### src/dbte_pkg.sv
`timescale 1ns / 1ps
// ----------------------------------------------------------------------------
// DShot throttle encoder package
// Shared types, register indexes and constants of the encoder.
// ----------------------------------------------------------------------------
package dbte_pkg;

  localparam int unsigned MOTOR_COUNT = 4;
  localparam int unsigned FRAME_BITS  = 16;

  localparam int unsigned CFG_INDEX_W = 4;
  localparam int unsigned CFG_DATA_W  = 16;

  localparam logic [CFG_INDEX_W-1:0] CFG_DIRECTION_INVERT = 4'd0;
  localparam logic [CFG_INDEX_W-1:0] CFG_BLANKING_MS      = 4'd1;
  localparam logic [CFG_INDEX_W-1:0] CFG_ZERO_BIT_COUNT   = 4'd2;
  localparam logic [CFG_INDEX_W-1:0] CFG_ONE_BIT_COUNT    = 4'd3;

  localparam logic [14:0] ZERO_BIT_RESET = 15'd19;
  localparam logic [14:0] ONE_BIT_RESET  = 15'd39;

  localparam logic [11:0] FWD_BASE    = 12'd48;
  localparam logic [11:0] REV_BASE    = 12'd1048;
  localparam logic [11:0] FWD_MAX     = 12'd1047;
  localparam logic [11:0] REV_MAX     = 12'd2047;
  localparam logic [10:0] TELEM_LIMIT = 11'd24;

  localparam logic [4:0]  SLOT_LAST = 5'd16;
  localparam logic [15:0] POLARITY  = 16'h8000;

  typedef struct packed {
    logic [1:0]        motor;
    logic signed [7:0] speed;
    logic              want_telemetry;
    logic [31:0]       now_ms;
  } in_t;

  typedef struct packed {
    logic [1:0]  motor_out;
    logic [4:0]  slot;
    logic [15:0] compare_value;
    logic [15:0] frame;
    logic        last_slot;
  } out_t;

  typedef struct packed {
    logic [1:0]  motor;
    logic [15:0] frame;
  } job_t;

  typedef struct packed {
    logic [3:0]  direction_invert;
    logic [15:0] blanking_ms;
    logic [14:0] zero_bit_count;
    logic [14:0] one_bit_count;
  } cfg_t;

endpackage

### src/dbte_front.sv
`timescale 1ns / 1ps
// ----------------------------------------------------------------------------
// DShot encoder front end
// Accepts throttle requests, applies reversal blanking and inversion, keeps
// the per-motor history and builds the 16-bit frame.
// ----------------------------------------------------------------------------
module dbte_front (
  input  logic           clk_i,
  input  logic           rst_ni,
  input  logic           accept_i,
  input  dbte_pkg::in_t  req_i,
  input  dbte_pkg::cfg_t cfg_i,
  output logic           job_push_o,
  output dbte_pkg::job_t job_o
);

  logic signed [7:0] prev_cmd_q  [dbte_pkg::MOTOR_COUNT];
  logic [31:0]       drive_time_q[dbte_pkg::MOTOR_COUNT];

  logic signed [7:0] t;
  logic signed [7:0] t_neg;
  logic signed [7:0] prev;
  logic [6:0]        mag;
  logic [10:0]       mag10;
  logic [31:0]       elapsed;
  logic              motor_ok;
  logic              t_pos;
  logic              t_is_neg;
  logic              blanked;
  logic              drive_neg;
  logic              drive_pos;
  logic [11:0]       fwd_sum;
  logic [11:0]       rev_sum;
  logic [10:0]       value;
  logic [11:0]       v;
  logic [3:0]        csum;

  always_comb begin
    motor_ok = 32'(req_i.motor) < dbte_pkg::MOTOR_COUNT;
    t        = (req_i.speed == -8'sd128) ? -8'sd127 : req_i.speed;
    t_neg    = -t;
    t_is_neg = t[7];
    t_pos    = !t[7] && (t != 8'sd0);
    mag      = t_is_neg ? t_neg[6:0] : t[6:0];
    mag10    = {1'b0, mag, 3'b000} + {3'b000, mag, 1'b0};
    prev     = prev_cmd_q[req_i.motor];
    elapsed  = req_i.now_ms - drive_time_q[req_i.motor];
    blanked  = ((prev < 8'sd0 && t_pos) || (prev > 8'sd0 && t_is_neg)) &&
               (elapsed < {16'd0, cfg_i.blanking_ms});
    if (cfg_i.direction_invert[req_i.motor]) begin
      drive_neg = t_pos;
      drive_pos = t_is_neg;
    end else begin
      drive_neg = t_is_neg;
      drive_pos = t_pos;
    end
    fwd_sum = dbte_pkg::FWD_BASE + {1'b0, mag10};
    rev_sum = dbte_pkg::REV_BASE + {1'b0, mag10};
    if (blanked) begin
      value = 11'd0;
    end else if (drive_neg) begin
      value = (rev_sum > dbte_pkg::REV_MAX) ? dbte_pkg::REV_MAX[10:0] : rev_sum[10:0];
    end else if (drive_pos) begin
      value = (fwd_sum > dbte_pkg::FWD_MAX) ? dbte_pkg::FWD_MAX[10:0] : fwd_sum[10:0];
    end else begin
      value = 11'd0;
    end
    v    = {value, req_i.want_telemetry || (value < dbte_pkg::TELEM_LIMIT)};
    csum = v[3:0] ^ v[7:4] ^ v[11:8];
  end

  assign job_push_o  = accept_i && motor_ok;
  assign job_o.motor = req_i.motor;
  assign job_o.frame = {v, csum};

  always_ff @(posedge clk_i or negedge rst_ni) begin
    if (!rst_ni) begin
      for (int i = 0; i < dbte_pkg::MOTOR_COUNT; i++) begin
        prev_cmd_q[i]   <= 8'sd0;
        drive_time_q[i] <= 32'd0;
      end
    end else if (job_push_o && !blanked) begin
      prev_cmd_q[req_i.motor] <= t;
      if (t != 8'sd0) begin
        drive_time_q[req_i.motor] <= req_i.now_ms;
      end
    end
  end

endmodule

### src/dbte_queue.sv
`timescale 1ns / 1ps
// ----------------------------------------------------------------------------
// DShot encoder job queue
// Two-entry queue of built frames between the front end and the serializer.
// ----------------------------------------------------------------------------
module dbte_queue (
  input  logic           clk_i,
  input  logic           rst_ni,
  input  logic           wr_en_i,
  input  dbte_pkg::job_t wr_data_i,
  input  logic           rd_en_i,
  output dbte_pkg::job_t rd_data_o,
  output logic           full_o,
  output logic           empty_o
);

  dbte_pkg::job_t mem_q[2];
  logic           wr_ptr_q;
  logic           wr_ptr_d;
  logic           rd_ptr_q;
  logic           rd_ptr_d;
  logic [1:0]     count_q;
  logic [1:0]     count_d;

  assign full_o    = count_q == 2'd2;
  assign empty_o   = count_q == 2'd0;
  assign rd_data_o = mem_q[rd_ptr_q];

  always_comb begin
    wr_ptr_d = wr_ptr_q ^ wr_en_i;
    rd_ptr_d = rd_ptr_q ^ rd_en_i;
    count_d  = count_q + {1'b0, wr_en_i} - {1'b0, rd_en_i};
  end

  always_ff @(posedge clk_i or negedge rst_ni) begin
    if (!rst_ni) begin
      wr_ptr_q <= 1'b0;
      rd_ptr_q <= 1'b0;
      count_q  <= 2'd0;
    end else begin
      wr_ptr_q <= wr_ptr_d;
      rd_ptr_q <= rd_ptr_d;
      count_q  <= count_d;
    end
  end

  always_ff @(posedge clk_i) begin
    if (wr_en_i) begin
      mem_q[wr_ptr_q] <= wr_data_i;
    end
  end

endmodule

### src/dbte_back.sv
`timescale 1ns / 1ps
// ----------------------------------------------------------------------------
// DShot encoder slot serializer
// Takes frames from the queue and presents seventeen compare slots each.
// ----------------------------------------------------------------------------
module dbte_back (
  input  logic           clk_i,
  input  logic           rst_ni,
  input  dbte_pkg::cfg_t cfg_i,
  input  logic           q_empty_i,
  input  dbte_pkg::job_t q_data_i,
  output logic           q_rd_o,
  input  logic           pop_i,
  output logic           empty_o,
  output dbte_pkg::out_t out_data_o
);

  dbte_pkg::job_t job_q;
  logic           busy_q;
  logic           busy_d;
  logic [4:0]     slot_q;
  logic [4:0]     slot_d;
  logic           is_last;
  logic           take;
  logic [3:0]     bit_idx;
  logic           bit_val;

  always_comb begin
    is_last = slot_q == dbte_pkg::SLOT_LAST;
    take    = busy_q && pop_i;
    q_rd_o  = !q_empty_i && (!busy_q || (take && is_last));
    busy_d  = busy_q;
    slot_d  = slot_q;
    if (q_rd_o) begin
      busy_d = 1'b1;
      slot_d = 5'd0;
    end else if (take) begin
      if (is_last) begin
        busy_d = 1'b0;
      end else begin
        slot_d = slot_q + 5'd1;
      end
    end
    bit_idx = 4'(dbte_pkg::FRAME_BITS - 1) - slot_q[3:0];
    bit_val = job_q.frame[bit_idx];
  end

  always_ff @(posedge clk_i or negedge rst_ni) begin
    if (!rst_ni) begin
      busy_q <= 1'b0;
      slot_q <= 5'd0;
    end else begin
      busy_q <= busy_d;
      slot_q <= slot_d;
    end
  end

  always_ff @(posedge clk_i) begin
    if (q_rd_o) begin
      job_q <= q_data_i;
    end
  end

  assign empty_o                  = !busy_q;
  assign out_data_o.motor_out     = job_q.motor;
  assign out_data_o.slot          = slot_q;
  assign out_data_o.frame         = job_q.frame;
  assign out_data_o.last_slot     = is_last;
  assign out_data_o.compare_value = is_last ? dbte_pkg::POLARITY :
      (dbte_pkg::POLARITY | {1'b0, bit_val ? cfg_i.one_bit_count : cfg_i.zero_bit_count});

endmodule

### src/dshot_bidirectional_throttle_encoder_core.sv
`timescale 1ns / 1ps
// ----------------------------------------------------------------------------
// DShot bidirectional throttle encoder
// Turns signed per-motor throttle requests into DShot frames and streams
// seventeen PWM compare slots per frame.
// ----------------------------------------------------------------------------
//  Channel   Handshake               Payload
//  request   push / full             in_data_i  (motor, speed, telemetry, time)
//  slots     empty / pop             out_data_o (motor, slot, compare, frame)
//  config    cfg_valid_i/cfg_ready_o cfg_index_i, cfg_data_i
//
// Each request yields seventeen slots, one per cycle while pop is held, so the
// serializer, not the front end, sets the sustained request rate.
// With the serializer idle, a taken request is written into the queue and then
// loaded into the serializer's job register, from which the first slot appears.
// A two-entry queue lets the front end keep taking requests while slots stall.
// Reset clears the motor history and loads the default bit counts.
// ----------------------------------------------------------------------------
module dshot_bidirectional_throttle_encoder_core (
  input  logic                                clk_i,
  input  logic                                rst_ni,
  input  logic                                push,
  output logic                                full,
  input  dbte_pkg::in_t                       in_data_i,
  output logic                                empty,
  input  logic                                pop,
  output dbte_pkg::out_t                      out_data_o,
  input  logic                                cfg_valid_i,
  output logic                                cfg_ready_o,
  input  logic [dbte_pkg::CFG_INDEX_W-1:0]    cfg_index_i,
  input  logic [dbte_pkg::CFG_DATA_W-1:0]     cfg_data_i
);

  dbte_pkg::cfg_t cfg_q;
  dbte_pkg::job_t front_job;
  dbte_pkg::job_t q_data;
  logic           front_push;
  logic           q_full;
  logic           q_empty;
  logic           q_rd;
  logic           accept;

  assign cfg_ready_o = 1'b1;
  assign full        = q_full;
  assign accept      = push && !q_full;

  always_ff @(posedge clk_i or negedge rst_ni) begin
    if (!rst_ni) begin
      cfg_q.direction_invert <= 4'd0;
      cfg_q.blanking_ms      <= 16'd0;
      cfg_q.zero_bit_count   <= dbte_pkg::ZERO_BIT_RESET;
      cfg_q.one_bit_count    <= dbte_pkg::ONE_BIT_RESET;
    end else if (cfg_valid_i && cfg_ready_o) begin
      unique case (cfg_index_i)
        dbte_pkg::CFG_DIRECTION_INVERT: cfg_q.direction_invert <= cfg_data_i[3:0];
        dbte_pkg::CFG_BLANKING_MS:      cfg_q.blanking_ms      <= cfg_data_i;
        dbte_pkg::CFG_ZERO_BIT_COUNT:   cfg_q.zero_bit_count   <= cfg_data_i[14:0];
        dbte_pkg::CFG_ONE_BIT_COUNT:    cfg_q.one_bit_count    <= cfg_data_i[14:0];
        default: begin
        end
      endcase
    end
  end

  dbte_front u_front (
    .clk_i      (clk_i),
    .rst_ni     (rst_ni),
    .accept_i   (accept),
    .req_i      (in_data_i),
    .cfg_i      (cfg_q),
    .job_push_o (front_push),
    .job_o      (front_job)
  );

  dbte_queue u_queue (
    .clk_i     (clk_i),
    .rst_ni    (rst_ni),
    .wr_en_i   (front_push),
    .wr_data_i (front_job),
    .rd_en_i   (q_rd),
    .rd_data_o (q_data),
    .full_o    (q_full),
    .empty_o   (q_empty)
  );

  dbte_back u_back (
    .clk_i      (clk_i),
    .rst_ni     (rst_ni),
    .cfg_i      (cfg_q),
    .q_empty_i  (q_empty),
    .q_data_i   (q_data),
    .q_rd_o     (q_rd),
    .pop_i      (pop),
    .empty_o    (empty),
    .out_data_o (out_data_o)
  );

endmodule

### config.mk
export PLATFORM = sky130hd
export DESIGN_NAME = dshot_bidirectional_throttle_encoder_core
export DESIGN_NICKNAME = d
export VERILOG_FILES = /design/src/dbte_pkg.sv /design/src/dbte_front.sv /design/src/dbte_queue.sv /design/src/dbte_back.sv /design/src/dshot_bidirectional_throttle_encoder_core.sv
export SDC_FILE = /design/constraint.sdc
export NUM_CORES = 1
export LEC_CHECK = 0
export ABC_AREA = 1
export BUFFER_PORTS_ARGS = -buffer_cell sky130_fd_sc_hd__buf_2
export CORE_UTILIZATION = 25
export DETAILED_ROUTE_END_ITERATION = 16
export PLACE_DENSITY = 0.39
export SYNTH_ARGS = -nofsm -noshare
export SYNTH_HDL_FRONTEND = slang
export SYNTH_SLANG_ARGS = --single-unit
### constraint.sdc
create_clock -name clk_i -period 4.79 [get_ports clk_i]
set_input_delay 0.2395 -clock clk_i [delete_from_list [all_inputs] [get_ports clk_i]]
set_output_delay 0.2395 -clock clk_i [all_outputs]
set_load 0.02 [all_outputs]
==> results.yml <==
run_status:
  run_status: "complete, no violations"
power_and_ir_drop:
  total_leakage_power_nw: 9.13
  powerDensity_nw_per_um2: 580
  peakVddDrop_uv: 208
  p_total_mw: 10.9
global_route:
  grt_util_all_layers_pct: 15.3
  grt_pass1_vias: 13000
  grt_max_degree: 117
  antenna_found_initial: 0
  grt_overflow: 0
  grt_pass1_wl_um: 75800
floorplanning:
  row_count: 91
  die_h_um: 251
  start_util_pct: 25.3
  pin_count: 111
  fp.dieW_um: 251
  die-area_um2: 63200
  design.core.area_um2: 61600
synth:
  ys_seq_elements: 274
  synth_top_area_share_pct: 34.3
  synthFlopType: "dfrtp_1"
  synth_cell_types: 55
  syn_inst: 1961
  synth_most_common_cell: "nand2_1"
  yosys_warnings: 0
  synth_top_area_cell: "dfrtp_1"
  synthArstFlopShare_pct: 80.3
  netlist_top_cells_area: "dfrtp_1 34%, nand2_1 14%, edfxtp_1 10%"
  netlist_area_um2: 15600
  synth-edff-count: 54
  avgSynthCellArea_um2: 7.93
  synth_commonest_cells: "566 x nand2_1, 245 x inv_1, 213 x dfrtp_1"
  yosysSeqAreaShare_pct: 45.9
clock_tree:
  cts_sinks: 274
  cts-htree-levels: 2
  cts-root-buf: "clkbuf_16"
  cts_buffers: 35
  path_clk_slew_ns: 0.06
  clk_path_buf_depth: 3
  tritoncts: "built"
  clock_latency_ns: 0.56
  post_cts_buffers: 0
final_layout:
  fin_util_pct: 30.6
  drive_above_1_share_pct: 14.9
  synthToLayoutAreaGrowth_pct: 21.2
  nets: 2268
  instances_no_fill: 2997
  antennaDiodeCount: 0
setup_path:
  startpoint_type: "flop"
  critPathKind: "reg2reg"
  cp.arrival_ns: 4.58
  crit_required_ns: 5.10
  cp_max_fo: 10
  setup.worst_path.end_class: "flop"
timing:
  max-slew-margin-rel_pct: 31.1
  setup_violations: 0
  min_period_ns: 4.26
  worst_slew_pin_slew_ns: 1.03
  rsz0062_at_grt: "false"
  finClkSkew_ns: 0.0198
  min_period_over_period_pct: 89.0
  final_hold_viol_count: 0
  finalSetupTns_ns: 0
  fmax_ghz: 0.235
  drv_slew: 0
route:
  viasPerCell: 4.41
  drt_iter0_drc: 848
  avgRoutedWirePerCell_um: 15.9
  drc: 0
  vias: 13200
  dr.pass1.iters: 5
  ant_nets: 0
  routed_wirelength_um: 47700
placed_design:
  post-dp-hpwl_um: 35400
  globalplace.congestion: 0.882
  portBuffers: 108
  placed_cells: 2897
worst_hold_path:
  hold_class: "in2reg"
flow_run:
  drv_cap: 0
## worst paths after layout
| path | startpoint | endpoint | slack (ns) | cells after the start |
|---|---|---|---|---|
| worst min-delay path | cfg_data_i[10] | cfg_q[25] | 0.01 | 3 |
| worst min register to register | cfg_q[13] | cfg_q[13] | 0.48 | 2 |
| worst max-delay path | u_front.drive_time_q[8] | u_queue.mem_q[0][0] | 0.53 | 25 |
| min in group asynchronous | rst_ni | u_front.drive_time_q[20] | 0.32 | 2 |
| worst max register to register | u_front.drive_time_q[8] | u_queue.mem_q[0][0] | 0.53 | 25 |
| max in group asynchronous | rst_ni | cfg_q[33] | 3.37 | 3 |
## area by class of cell
type                            count  area (um^2)
Fill cell                        6586        42700
Multi-Input combinational cell   1351         7060
Timing Repair Buffer              207         1470
Clock inverter                     12          146
Clock buffer                       49          988
Sequential cell                   274         7140
Inverter                          267         1010
Tap cell                          837         1050
## power by group
part | switching [mW] | internal [mW]
combinational | 2.92 | 1.71
clock | 1.05 | 1.56
sequential | 0.398 | 3.29
## routing by layer
layer | up-vias | GRT usage (%) | part of all wire [%]
met3 | 57 | 2.32 | 3.5
met1 | 6192 | 21.2 | 49
met5 | - | 0 | 0
met2 | 235 | 24.9 | 46
li1 | 6746 | - | -
met4 | 0 | 3.78 | 1.9
## cell usage in the layout (no fill, tap or decap), types with 6 or more instances in the layout
cell             n
a21oi_1         43
nand3_1         66
clkbuf_1         8
buf_2          107
edfxtp_1        54
nand4_1         16
dfstp_2          7
o21bai_1         6
o22ai_1         35
nand2_1        566
o21ai_2          6
nor2_2          13
ha_1            62
mux2_2          18
nand2_2         16
xor2_1          23
buf_12           6
inv_1          244
inv_2           21
o21ai_0        160
o21ai_1         93
dfrtp_1        213
buf_4           54
dlygate4sd3_1   39
clkbuf_8         6
nor2_1         123
a221oi_1        29
nor3_1          15
clkbuf_16       35
## through the flow
stage | cell area, um^2 | worst slack, ns | hold slack, ns
floorplan | 15600 | 0.822 | -0.0561
global placement | 17300 | -0.160 | 0.402
detailed placement | 17300 | -0.181 | 0.401
CTS | 18800 | 0.279 | 0.00131
global route | 18900 | 0.0321 | 0.0185
finish | 18900 | 0.526 | 0.0140
## sequential cells by signal, indices dropped and copies added, names as in the netlist
register and cells:
cfg_q 50, u_back.busy_q 1, u_back.out_data_o 18, u_back.slot_q 5
u_front.drive_time_q 128, u_front.prev_cmd_q 32, u_queue.count_q 2, u_queue.mem_q 36
u_queue.rd_ptr_q 1, u_queue.wr_ptr_q 1
## cell families after synthesis
logic type | share of synthesized area (%)
other | 0.0241
muxes | 1.30
adders and majority gates | 5.24
AOI/OAI and AO/OA | 14.5
buffers and inverters | 8.98
xor gates and xnor gates | 1.73
and+or+nand+nor | 22.4
DFF | 45.9
## critical path, stage by stage (launching register included)
cell and delay, ns:
dfrtp_1 0.36, inv_1 0.07, o22ai_1 0.08, a221oi_1 0.28
ha_1 0.38, nand2_2 0.16, inv_1 0.06, a21oi_1 0.23
nand3_2 0.18, xor2_1 0.24, ha_1 0.28, a21oi_1 0.13
nor2_1 0.05, a211oi_1 0.17, o221ai_1 0.17, a21oi_2 0.23
nand4_2 0.17, buf_4 0.21, nand3_1 0.09, nand2_1 0.07
nor2_1 0.12, nand2_1 0.08, nand2_1 0.08, nand2_1 0.05
nand2_1 0.05, inv_1 0.04
## what timing repair did
item,CTS,global route
hold buffers,38,1
gates resized for setup,0,3
endpoints found under the setup margin,0,37
endpoints found under the hold margin,247,2
(Power assumes the default switching activity.)
